### src/kbdec_pkg.sv
`default_nettype none
package kbdec_pkg;

    localparam int NUM_ROWS     = 8;
    localparam int KEYS_PER_ROW = 5;
    localparam int NUM_JOY      = 6;
    localparam int NUM_KEYS     = NUM_ROWS * KEYS_PER_ROW;

    localparam int MAP_W  = 11;
    localparam int IDX_W  = 3;
    localparam int JOY_W  = 7;

    localparam logic [MAP_W-1:0] JOY_MAP_RESET = 11'd255;
    localparam logic [7:0]       MASK_OFF      = 8'hff;

    // configuration register indexes
    localparam logic [IDX_W-1:0] REG_JOY_UP       = 3'd0;
    localparam logic [IDX_W-1:0] REG_JOY_DOWN     = 3'd1;
    localparam logic [IDX_W-1:0] REG_JOY_LEFT     = 3'd2;
    localparam logic [IDX_W-1:0] REG_JOY_RIGHT    = 3'd3;
    localparam logic [IDX_W-1:0] REG_JOY_FIRE     = 3'd4;
    localparam logic [IDX_W-1:0] REG_JOY_FIRE_TWO = 3'd5;

    // joystick bit tested by each map register, in register order
    localparam logic [2:0] JOY_BIT_POS [NUM_JOY] = '{3'd0, 3'd1, 3'd2, 3'd3, 3'd5, 3'd4};

    // caps shift and symbol shift key positions
    localparam logic [2:0] CAPS_ROW = 3'd0;
    localparam logic [2:0] CAPS_BIT = 3'd0;
    localparam logic [2:0] SYM_ROW  = 3'd7;
    localparam logic [2:0] SYM_BIT  = 3'd1;

    typedef logic [7:0]         byte_t;
    typedef logic [7:0][7:0]    rows_t;
    typedef logic [MAP_W-1:0]   joy_map_t;
    typedef joy_map_t [NUM_JOY-1:0] joy_maps_t;

    localparam byte_t TAB_PLAIN [NUM_KEYS] = '{
        8'h00, "z", "x", "c", "v",   "a", "s", "d", "f", "g",
        "q", "w", "e", "r", "t",     "1", "2", "3", "4", "5",
        "0", "9", "8", "7", "6",     "p", "o", "i", "u", "y",
        8'd10, "l", "k", "j", "h",   " ", 8'h00, "m", "n", "b"
    };

    localparam byte_t TAB_CAPS [NUM_KEYS] = '{
        8'h00, "Z", "X", "C", "V",   "A", "S", "D", "F", "G",
        "Q", "W", "E", "R", "T",     8'h00, 8'h00, 8'h00, 8'h00, 8'h00,
        8'd8, 8'h00, 8'h00, 8'h00, 8'h00, "P", "O", "I", "U", "Y",
        8'h00, "L", "K", "J", "H",   8'h00, 8'h00, 8'h00, 8'h00, 8'h00
    };

    localparam byte_t TAB_SYM [NUM_KEYS] = '{
        8'h00, ":", 8'h60, "?", "/", "~", "|", 8'h5c, "{", "}",
        8'h00, 8'h00, 8'h00, "<", ">", "!", "@", "#", "$", "%",
        "_", ")", "(", 8'h27, "&",   8'h22, ";", 8'h00, "[", "]",
        8'h00, "=", "+", "-", "^",   8'h00, 8'h00, ".", ",", "*"
    };

    function automatic logic [4:0] rev5(input logic [4:0] v);
        rev5 = {v[0], v[1], v[2], v[3], v[4]};
    endfunction

endpackage
`default_nettype wire

### src/keyboard_scan_to_char_decoder_top.sv
// keyboard scan to character decoder
//
// input channel (s_valid/s_ready): one six-byte keyboard scan per request.
// the scan is remapped into eight active-low half-row bytes, the joystick
// overlay masks from the cfg registers are applied, and at most one ascii
// code is decoded. a decoded key blocks further codes until it reads released.
// result channel (m_valid/m_ready): eight rows, joystick bits and char_code
// (0 when no character this scan).
// a request passes from the input register to the result register on m_*.
// throughput: one request per cycle while the receiver does not stall; input
// register, one pass of remap and priority decode logic, result register.
// when the receiver stalls the result register holds and the input register
// still takes one more request; s_ready drops once both are full.
// reset (aresetn low, synchronous) empties both registers, clears the
// release wait and sets every joystick map to 255 (disabled).
// cfg_we writes cfg_wdata into register cfg_index at once; indexes past
// the last map are ignored. write only while the block is idle.
`default_nettype none
module keyboard_scan_to_char_decoder_top
    import kbdec_pkg::*;
(
    input  wire              aclk,
    input  wire              aresetn,

    input  wire              cfg_we,
    input  wire [IDX_W-1:0]  cfg_index,
    input  wire [MAP_W-1:0]  cfg_wdata,

    input  wire              s_valid,
    output logic             s_ready,
    input  wire  [7:0]       s_scan_byte_one,
    input  wire  [7:0]       s_scan_byte_two,
    input  wire  [7:0]       s_scan_byte_three,
    input  wire  [7:0]       s_scan_byte_four,
    input  wire  [7:0]       s_scan_byte_five,
    input  wire  [7:0]       s_scan_byte_six,

    output logic             m_valid,
    input  wire              m_ready,
    output logic [7:0]       m_row_zero,
    output logic [7:0]       m_row_one,
    output logic [7:0]       m_row_two,
    output logic [7:0]       m_row_three,
    output logic [7:0]       m_row_four,
    output logic [7:0]       m_row_five,
    output logic [7:0]       m_row_six,
    output logic [7:0]       m_row_seven,
    output logic [JOY_W-1:0] m_joystick_bits,
    output logic [7:0]       m_char_code
);

    joy_maps_t map_reg;

    logic  in_valid_reg;
    byte_t b1_reg, b2_reg, b3_reg, b4_reg, b5_reg, b6_reg;

    logic             out_valid_reg;
    rows_t            rows_out_reg;
    logic [JOY_W-1:0] joy_out_reg;
    byte_t            code_out_reg;

    rows_t            rows;
    logic [JOY_W-1:0] joy;
    byte_t            code;
    logic             advance;

    always_ff @(posedge aclk) begin
        if (!aresetn) begin
            for (int k = 0; k < NUM_JOY; k++) begin
                map_reg[k] <= JOY_MAP_RESET;
            end
        end else if (cfg_we) begin
            case (cfg_index)
                REG_JOY_UP:       map_reg[0] <= cfg_wdata;
                REG_JOY_DOWN:     map_reg[1] <= cfg_wdata;
                REG_JOY_LEFT:     map_reg[2] <= cfg_wdata;
                REG_JOY_RIGHT:    map_reg[3] <= cfg_wdata;
                REG_JOY_FIRE:     map_reg[4] <= cfg_wdata;
                REG_JOY_FIRE_TWO: map_reg[5] <= cfg_wdata;
                default: ;
            endcase
        end
    end

    assign advance = in_valid_reg && (!out_valid_reg || m_ready);
    assign s_ready = !in_valid_reg || advance;

    always_ff @(posedge aclk) begin
        if (!aresetn) begin
            in_valid_reg <= 1'b0;
        end else if (s_ready) begin
            in_valid_reg <= s_valid;
        end
    end

    always_ff @(posedge aclk) begin
        if (s_valid && s_ready) begin
            b1_reg <= s_scan_byte_one;
            b2_reg <= s_scan_byte_two;
            b3_reg <= s_scan_byte_three;
            b4_reg <= s_scan_byte_four;
            b5_reg <= s_scan_byte_five;
            b6_reg <= s_scan_byte_six;
        end
    end

    kbdec_remap u_remap (
        .b1   (b1_reg),
        .b2   (b2_reg),
        .b3   (b3_reg),
        .b4   (b4_reg),
        .b5   (b5_reg),
        .b6   (b6_reg),
        .maps (map_reg),
        .rows (rows),
        .joy  (joy)
    );

    kbdec_decode u_decode (
        .aclk      (aclk),
        .aresetn   (aresetn),
        .en        (advance),
        .rows      (rows),
        .char_code (code)
    );

    always_ff @(posedge aclk) begin
        if (!aresetn) begin
            out_valid_reg <= 1'b0;
        end else if (advance) begin
            out_valid_reg <= 1'b1;
        end else if (m_ready) begin
            out_valid_reg <= 1'b0;
        end
    end

    always_ff @(posedge aclk) begin
        if (advance) begin
            rows_out_reg <= rows;
            joy_out_reg  <= joy;
            code_out_reg <= code;
        end
    end

    assign m_valid         = out_valid_reg;
    assign m_row_zero      = rows_out_reg[0];
    assign m_row_one       = rows_out_reg[1];
    assign m_row_two       = rows_out_reg[2];
    assign m_row_three     = rows_out_reg[3];
    assign m_row_four      = rows_out_reg[4];
    assign m_row_five      = rows_out_reg[5];
    assign m_row_six       = rows_out_reg[6];
    assign m_row_seven     = rows_out_reg[7];
    assign m_joystick_bits = joy_out_reg;
    assign m_char_code     = code_out_reg;

endmodule
`default_nettype wire

### src/kbdec_remap.sv
`default_nettype none
module kbdec_remap
    import kbdec_pkg::*;
(
    input  wire  byte_t     b1,
    input  wire  byte_t     b2,
    input  wire  byte_t     b3,
    input  wire  byte_t     b4,
    input  wire  byte_t     b5,
    input  wire  byte_t     b6,
    input  wire  joy_maps_t maps,
    output rows_t           rows,
    output logic [JOY_W-1:0] joy
);

    rows_t base;

    always_comb begin
        base[0] = ~{3'b000, rev5(b1[6:2])};
        base[1] = ~{3'b000, rev5(b2[4:0])};
        base[2] = ~{3'b000, rev5({b3[2:0], b4[7:6]})};
        base[3] = ~{3'b000, rev5({b4[0], b5[7:4]})};
        base[4] = ~{3'b000, b5[3:0], b6[7]};
        base[5] = ~{3'b000, b4[5:1]};
        base[6] = ~{3'b000, b3[7:3]};
        base[7] = ~{3'b000, b1[1:0], b2[7:5]};
    end

    assign joy = b6[JOY_W-1:0];

    // joystick overlay: AND order does not matter
    always_comb begin
        rows = base;
        for (int k = 0; k < NUM_JOY; k++) begin
            if (joy[JOY_BIT_POS[k]] && (maps[k][7:0] != MASK_OFF)) begin
                rows[maps[k][10:8]] = rows[maps[k][10:8]] & maps[k][7:0];
            end
        end
    end

endmodule
`default_nettype wire

### src/kbdec_decode.sv
`default_nettype none
module kbdec_decode
    import kbdec_pkg::*;
(
    input  wire        aclk,
    input  wire        aresetn,
    input  wire        en,
    input  wire rows_t rows,
    output byte_t      char_code
);

    logic       await_reg, await_next;
    logic [2:0] held_row_reg, held_row_next;
    logic [2:0] held_bit_reg, held_bit_next;

    logic       still_held;
    logic       caps, sym;
    rows_t      work;
    logic       found;
    logic [2:0] sel_row, sel_bit;
    byte_t      sel_code;
    byte_t      entry;

    assign still_held = await_reg && !rows[held_row_reg][held_bit_reg];
    assign caps = !rows[CAPS_ROW][CAPS_BIT];
    assign sym  = !caps && !rows[SYM_ROW][SYM_BIT];

    // first pressed key with a table entry, lowest row and bit first
    always_comb begin
        work = rows;
        if (caps) begin
            work[CAPS_ROW] = MASK_OFF;
        end else if (sym) begin
            work[SYM_ROW] = MASK_OFF;
        end
        found    = 1'b0;
        sel_row  = 3'd0;
        sel_bit  = 3'd0;
        sel_code = 8'h00;
        entry    = 8'h00;
        for (int r = NUM_ROWS - 1; r >= 0; r--) begin
            for (int k = KEYS_PER_ROW - 1; k >= 0; k--) begin
                if (caps) begin
                    entry = TAB_CAPS[r * KEYS_PER_ROW + k];
                end else if (sym) begin
                    entry = TAB_SYM[r * KEYS_PER_ROW + k];
                end else begin
                    entry = TAB_PLAIN[r * KEYS_PER_ROW + k];
                end
                if (!work[r][k] && (entry != 8'h00)) begin
                    found    = 1'b1;
                    sel_row  = 3'(r);
                    sel_bit  = 3'(k);
                    sel_code = entry;
                end
            end
        end
    end

    always_comb begin
        await_next    = await_reg;
        held_row_next = held_row_reg;
        held_bit_next = held_bit_reg;
        char_code     = 8'h00;
        if (!still_held) begin
            await_next = found;
            if (found) begin
                held_row_next = sel_row;
                held_bit_next = sel_bit;
                char_code     = sel_code;
            end
        end
    end

    always_ff @(posedge aclk) begin
        if (!aresetn) begin
            await_reg    <= 1'b0;
            held_row_reg <= 3'd0;
            held_bit_reg <= 3'd0;
        end else if (en) begin
            await_reg    <= await_next;
            held_row_reg <= held_row_next;
            held_bit_reg <= held_bit_next;
        end
    end

    a_hit_sets_wait: assert property (@(posedge aclk) disable iff (!aresetn)
        (en && char_code != 8'h00) |=> await_reg)
        else $error("key hit did not arm release wait");

    a_no_code_while_held: assert property (@(posedge aclk) disable iff (!aresetn)
        still_held |-> (char_code == 8'h00))
        else $error("character produced while key still held");

    a_held_bit_range: assert property (@(posedge aclk) disable iff (!aresetn)
        await_reg |-> (held_bit_reg < 3'd5))
        else $error("held key bit out of range");

    a_hit_records_key: assert property (@(posedge aclk) disable iff (!aresetn)
        (en && char_code != 8'h00) |=>
            (held_row_reg == $past(sel_row) && held_bit_reg == $past(sel_bit)))
        else $error("held key position not recorded");

endmodule
`default_nettype wire
### config.mk
export PLATFORM = sky130hd
export DESIGN_NAME = keyboard_scan_to_char_decoder_top
export DESIGN_NICKNAME = d
export VERILOG_FILES = /design/src/kbdec_pkg.sv /design/src/keyboard_scan_to_char_decoder_top.sv /design/src/kbdec_remap.sv /design/src/kbdec_decode.sv
export SDC_FILE = /design/constraint.sdc
export NUM_CORES = 1
export LEC_CHECK = 0
export ABC_AREA = 1
export BUFFER_PORTS_ARGS = -buffer_cell sky130_fd_sc_hd__buf_2
export CORE_MARGIN = 2
export CORE_UTILIZATION = 40
export DETAILED_ROUTE_END_ITERATION = 8
export GPL_ROUTABILITY_DRIVEN = 0
export GPL_TIMING_DRIVEN = 0
export PLACE_DENSITY_LB_ADDON = 0.12
export SLEW_MARGIN = 10
export SYNTH_ARGS = -nofsm -noshare
export SYNTH_HDL_FRONTEND = slang
export SYNTH_SLANG_ARGS = --single-unit
export TNS_END_PERCENT = 5
### constraint.sdc
create_clock -name aclk -period 15.45 [get_ports aclk]
set_clock_uncertainty 0.05 [all_clocks]
set_input_delay 1.545 -clock aclk [delete_from_list [all_inputs] [get_ports aclk]]
set_output_delay 1.545 -clock aclk [all_outputs]
set_load 0.1 [all_outputs]
== After elaboration in Yosys (flattened, before gate mapping) ==
Cells that the tools add are included.

* Add/subtract/negate cells: 0
* Multipliers: 0
* Divide/modulo/power cells: 0
* Magnitude comparators: 14
* Eq/ne operators: 11
* Shift-type cells: 0
* Mux-type cells: 273
* Bitwise logic cells: 16
* Reductions and logical operators: 147

{| class="wikitable"
|+ Operator list
! operator !! count
|-
| $mux 8 || 89
|-
| $bwmux 64 || 6
|-
| $mux 64 || 6
|-
| $reduce_bool 8->1 || 38
|-
| $mux 3 || 76
|-
| $bmux 8 s3 || 7
|-
| $demux 8 s3 || 6
|-
| $mux 7 || 19
|-
| $mux 5 || 15
|-
| $not 5->8 || 8
|-
| $logic_and 1x1->1 || 54
|-
| $and 8x8->8 || 6
|-
| $ne 8x8->1 const B || 6
|-
| $logic_not 1->1 || 42
|-
| $mux 1 || 41
|-
| $lt 3x4->1 const B || 8
|-
| $mux 6 || 5
|-
| $ge 3x1->1 const B || 6
|-
| $reduce_and 2->1 || 7
|-
| $mux 4 || 2
|-
| $eq 3x2->1 const B || 2
|-
| $eq 3x3->1 const B || 2
|-
| $bmux 1 s3 || 1
|-
| $eq 3x1->1 const B || 1
|-
| other kinds (6) || 8
|}

* Register bits: 201
* Latch bits: 0
* Bits in writable memories: 0
* Bits in read-only memories: 0
* Input port bits: 67
* Output and inout port bits: 81
* Memories kept: 0

== Depth between registers and ports, before layout ==
* Depth after elaboration: 77
* Mapped depth: 60

== Hierarchy ==
Synthesis repeated with hierarchy kept, for this count alone.

* Cell total of the unflattened synthesis: 3011
* Area, all modules: 18504.0 µm²

{| class="wikitable"
|+ By module, submodules not included
! module !! instances !! cells an instance !! area each (µm²) !! sequential area each (µm²)
|-
| kbdec_remap || 1 || 2028 || 9749.4 || 0.0
|-
| keyboard_scan_to_char_decoder_top || 1 || 466 || 6294.8 || 5175.0
|-
| kbdec_decode || 1 || 517 || 2459.9 || 140.1
|}

== Worst setup path before layout ==
OpenSTA, ideal clock, no wires.

* Kind: register -> register
* Start point: register map_reg[5] in the netlist's numbering
* End point: register code_out_reg[1] (netlist: m_char_code[1]), data pin
* Library setup time: 0.259 ns
* Data arrival time: 5.069 ns
* Slack: 10.073 ns
* Stages on the path, launching flop included: 58
* Path buffers: 1
* Period minus slack after synthesis: 5.377 ns
* Cells stage by stage: dfxtp_1 -> nand2_1 -> nor2_4 -> nand2_4 -> nand2_4 -> nor2_4 -> buf_4 -> or2_2 -> nand3_1 -> nand2_1 -> inv_2 -> nand4_1 -> nand3_1 -> nand2_2 -> nor2_2 -> nand4_1 -> nand3_1 -> nand2_1 -> (+22 left out) -> nand2_1 -> nand2_1 -> nand2_1 -> nand2_1 -> nand2_1 -> nand3_1 -> nand3_1 -> nand3_1 -> nand3_1 -> nand2_1 -> nand2_1 -> nand2_1 -> nand2_1 -> nand2_1 -> nand2_1 -> nand2_1 -> nand2_1 -> a21oi_1

* Longest elaborated chain between the ends: 74
* Elaborated cells on any way between the ends: 309

{| class="wikitable"
|+ Ends and longest elaborated chain
! item !! line !! source
|-
| start: declaration || keyboard_scan_to_char_decoder_top.sv:52 || <nowiki>joy_maps_t map_reg;</nowiki>
|-
| $ne 8x8->1 || kbdec_remap.sv:35 || <nowiki>if (joy[JOY_BIT_POS[k]] && (maps[k][7:0] != MASK_OFF)) begin</nowiki>
|-
| $logic_and 1x1->1 || kbdec_remap.sv:35 ||
|-
| $mux 64 (*) || kbdec_remap.sv:35 ||
|-
| $bmux 8 s3 || kbdec_remap.sv:36 || <nowiki>rows[maps[k][10:8]] = rows[maps[k][10:8]] & maps[k][7:0];</nowiki>
|-
| $mux 8 (implied by the code) || kbdec_remap.sv:36 ||
|-
| $and 8x8->8 || kbdec_remap.sv:36 ||
|-
| $bwmux 64 || kbdec_remap.sv:36 ||
|-
| $mux 64 (*) || kbdec_remap.sv:35 ||
|-
| (+21 left out) || -- ||
|-
| $logic_and 1x1->1 || kbdec_decode.sv:26 || <nowiki>assign sym = !caps && !rows[SYM_ROW][SYM_BIT];</nowiki>
|-
| $mux 7 / $mux 5 (equally long branches) || kbdec_decode.sv:45, kbdec_decode.sv:33 ||
|-
| $mux 8 / $mux 5 (equally long branches) || kbdec_decode.sv:43, kbdec_decode.sv:31 ||
|-
| $reduce_bool 8->1 / $logic_not 1->1 (equally long branches) || kbdec_decode.sv:50 || <nowiki>if (!work[r][k] && (entry != 8'h00)) begin</nowiki>
|-
| $logic_and 1x1->1 || kbdec_decode.sv:50 ||
|-
| $mux 1 (38 in series) || kbdec_decode.sv:50 ||
|-
| $not 1->1 (no source line) || -- ||
|-
| $reduce_or 2->1 (no source line) || -- ||
|-
| end signal: assignment || keyboard_scan_to_char_decoder_top.sv:141 || <nowiki>code_out_reg <= code;</nowiki>
|-
| end: declaration || keyboard_scan_to_char_decoder_top.sv:60 || <nowiki>byte_t code_out_reg;</nowiki>
|}

Every way passes the cells marked *; elsewhere a longest branch is shown, timed or not. The select of a mux whose other input is x is not followed.
A chain may end at the register's enable or synchronous reset.

== Final worst setup path ==
* Start point: register map_reg[20] in the netlist's numbering
* End point: register u_decode.held_row_reg[2]

* Longest elaborated chain between the ends: 71
* Elaborated cells on any way between the ends: 309

{| class="wikitable"
|+ Ends and longest elaborated chain
! item !! line !! source
|-
| $lt 3x4->1 (implied by the code) / $ge 3x1->1 (equally long branches) || kbdec_remap.sv:36 ||
|-
| $logic_and 1x1->1 (implied by the code) || kbdec_remap.sv:36 ||
|-
| $mux 8 (implied by the code) || kbdec_remap.sv:36 ||
|-
| $demux 8 s3 || -- ||
|-
| $bwmux 64 (*) || kbdec_remap.sv:36 ||
|-
| $mux 64 (*) || kbdec_remap.sv:35 ||
|-
| $bmux 8 s3 || kbdec_remap.sv:36 ||
|-
| $mux 8 (implied by the code) || kbdec_remap.sv:36 ||
|-
| (+18 left out) || -- ||
|-
| $logic_not 1->1 || kbdec_decode.sv:26 ||
|-
| $logic_and 1x1->1 || kbdec_decode.sv:26 ||
|-
| $mux 7 / $mux 5 (equally long branches) || kbdec_decode.sv:45, kbdec_decode.sv:33 ||
|-
| $mux 8 / $mux 5 (equally long branches) || kbdec_decode.sv:43, kbdec_decode.sv:31 ||
|-
| $reduce_bool 8->1 / $logic_not 1->1 (equally long branches) || kbdec_decode.sv:50 ||
|-
| $logic_and 1x1->1 || kbdec_decode.sv:50 ||
|-
| $mux 1 (38 in series) || kbdec_decode.sv:50 ||
|-
| $reduce_and 3->1 (no source line) || -- ||
|-
| end signal: assignment || kbdec_decode.sv:82 || <nowiki>held_row_reg <= held_row_next;</nowiki>
|-
| end: declaration || kbdec_decode.sv:13 || <nowiki>logic [2:0] held_row_reg, held_row_next;</nowiki>
|}

Marks and branches as above.

==> flow_metrics.py <==
metrics = {
    "detailed_routing": {
        "wirelength_um": 77780,
        "ant_nets": 0,
        "via_count": 21520,
        "wire_per_inst_um": 21.72,
        "drt_pass1_iterations": 6,
        "viasPerCell": 6.010,
        "drt_iter0_markers": 3059,
        "remaining_drc_errors": 0,
    },
    "timing": {
        "finalSetupTns_ns": 0,
        "fmax_mhz": 121.6,
        "max_slew_margin_pct": 5.068,
        "period_share_pct": 53.22,
        "rsz0062_at_grt": "false",
        "postLayoutSetupSlackWorst_ns": 7.228,
        "setup_viol": 0,
        "hold_viol_final": 0,
        "drv_slew": 0,
        "period_minus_slack_ns": 8.222,
        "tightest_slew_ns": 1.413,
    },
    "cells_and_area": {
        "regArea_um2": 5255,
        "fill_cells": 4618,
        "layout-drive-gt1-share_pct": 14.45,
        "layout_commonest_cell": "nand2_1",
        "multi_input_area_um2": 11360,
        "final_cell_mix": "nand2_1, nand3_1, inv_1",
        "fin_nets": 3043,
        "largest_reg_flops": 66,
        "antennaDiodeCount": 0,
        "areaGrowthSynthToFinish_pct": 11.72,
    },
    "worst_setup_path": {
        "cp_max_fo": 9,
        "cp-start-kind": "flip-flop",
        "crit_slowest_cell": "o21ai_0",
        "crit_required_ns": 15.82,
        "crit_top_cell": "nand3_1",
        "crit_type": "flip-flop to flip-flop",
        "critPathArrivalTime_ns": 8.59,
        "crit_path_end_kind": "flip-flop",
        "crit_path_max_incr_delay_ns": 0.70,
    },
    "logic_synthesis": {
        "syn-num-nets": 2878,
        "synth_compound_area_share_pct": 11.55,
        "synth_xor_area_share_pct": 0,
        "synth_top_family_by_area": "simple AND/OR/NAND/NOR gates",
        "yosys_most_used_dff": "edfxtp_1",
        "synth_fa_ha_area_share_pct": 0,
        "synth_warnings": 0,
        "ys_types": 60,
        "synth_edf_count": 125,
        "muxShareOfSynthArea_pct": 0.05538,
        "synthSimpleGateAreaFrac_pct": 51.19,
        "netlist_instances": 2811,
        "yosysSeqAreaShare_pct": 29.07,
        "syn_area_per_cell_um2": 6.430,
        "synthArstFlopShare_pct": 0,
        "ys_ff_latch": 200,
        "syn_area_um2": 18070,
    },
    "power": {
        "p_seq_share_pct": 33.8,
        "power.leakage_uw": 0.009203,
        "p_comb_share_pct": 41.2,
        "power_density_nw_per_um2": 91.92,
        "clkPwrFrac_pct": 25.0,
        "power.switching_uw": 829.2,
        "vdd_drop_max_v": 0.0001050,
        "swShare_pct": 44.67,
        "p_int_uw": 1027,
    },
    "global_route": {
        "grt_start_max_net_pins": 67,
        "grt_pass1_wl_um": 117200,
        "grt_overflow_total": 0,
        "grt_pass1_vias": 20150,
        "grt_usage_pct": 32.84,
        "antenna_found_initial": 0,
    },
    "clocking": {
        "insertion_delay_ns": 0.49,
        "cts_made_buffers": 17,
        "clk_path_buf_depth": 2,
        "cts_tree": "built",
        "holdBufCountCts": 0,
        "cts_setup_buffers": 0,
        "cts.clk_slew.worst_paths_ns": 0.09,
        "cts.sinks": 200,
        "root_buffer": "clkbuf_16",
        "ctsResizeCount": 0,
        "h-tree-depth": 4,
    },
    "die": {
        "initial_core_util_pct": 40.70,
        "die_area_um2": 46900,
        "die_h_um": 216.6,
        "ioPinCount": 148,
        "rows": 77,
        "die_w_um": 216.6,
        "core_um2": 44410,
    },
    "placement": {
        "dp_hpwl_um": 63240,
        "preCtsSetupSlack_ns": 7.841,
        "portBuffers": 144,
    },
    "run_status": {
        "status": "completed",
    },
    "hold_path": {
        "hold_path_class": "flip-flop to flip-flop",
    },
    "job": {
        "cap_violations": 0,
    },
}
stage by stage:
stage | util (%) | hold slack (ns) | instances | power (µW) | cell area (µm²)
final | 45.47 | 0.3884 | 3581 | 1856 | 20190
after global routing | 45.47 | 0.4021 | 3581 | 1943 | 20190
after CTS | 45.47 | 0.3911 | 3581 | 1836 | 20190
after detailed placement | 44.11 | 0.3630 | 3549 | 1375 | 19590
after global placement | 43.99 | 0.3589 | 3547 | 1371 | 19540
after floorplan | - | 0.3503 | 2811 | 1170 | 18070
power by group through the flow:
stage                     Sequential [µW]  Clock (µW)  Combinational [µW]
after global placement                639           0                 732
after floorplan                       726           0                 444
after global routing                  630         491                 822
after CTS                             627         470                 739
after detailed placement              639           0                 736
final                                 628         463                 765
critical path: cells and delay by family (launching register included):
kind | cells | cell delay [ns]
buf+inv | 3 | 0.62
flops | 1 | 0.40
simple gates | 21 | 4.09
compound gates | 10 | 2.95
layout make-up:
type | count | share of cell area (%)
multi-input cells | 2279 | 56.25
flip-flops and latches | 200 | 26.02
inverters | 278 | 5.273
repair buffers | 146 | 3.804
well taps | 592 | 3.668
clock buffers | 18 | 2.125
plain buffers | 54 | 1.995
clock inverters | 14 | 0.8551
kinds of logic (layout without fill, tap and decap cells):
| kind of cell | Yosys count | in the layout |
|---|---|---|
| and+or+nand+nor | 1926 | 1926 |
| AOI/OAI and AO/OA | 351 | 351 |
| buffers and inverters | 332 | 510 |
| DFF | 200 | 200 |
| other | 1 | 1 |
| muxes | 1 | 1 |
worst paths after layout:
check,end,slack (ns),cells after the start,start
worst min register to register,m_joystick_bits[6],0.39,0,b6_reg[6]
worst max-delay path,u_decode.held_row_reg[2],7.23,34,map_reg[20]
worst max register to register,u_decode.held_row_reg[2],7.23,34,map_reg[20]
worst min-delay path,m_joystick_bits[6],0.39,0,b6_reg[6]
routing by layer:
layer  wire length [µm]  share of wire, %  GRT usage (%)  vias up
met5                  0                 0              0        -
met4               4018               5.2          15.94        0
met3               9739                13          10.82      292
met2              32170                41          48.08     1438
met1              31850                41          43.36     9839
li1                   -                 -              -     9954
synthesized netlist by cell type, types with 6 or more instances:
cell,count,share of area (%)
nand2_1,931,19
clkinv_1,19,0.39
dfxtp_1,75,8.3
nand2_4,8,0.50
a21oi_1,62,1.7
o221ai_1,11,0.53
inv_1,227,4.7
nor2_2,42,1.5
o22ai_1,31,1.1
nand3_2,12,0.66
nor3_1,39,1.1
clkbuf_1,28,0.58
o211ai_1,24,1.0
o21ai_1,49,1.4
nand2_2,33,1.1
nand4_1,188,6.5
nand3_1,411,11
edfxtp_1,125,21
a31oi_1,6,0.21
inv_2,27,0.56
nor2_8,8,0.89
o21ai_2,14,0.68
clkbuf_8,12,0.91
o21ai_0,128,3.5
nor2_4,59,3.7
nor2_1,176,3.7
No activity file was read; power rests on OpenSTA's default activity.
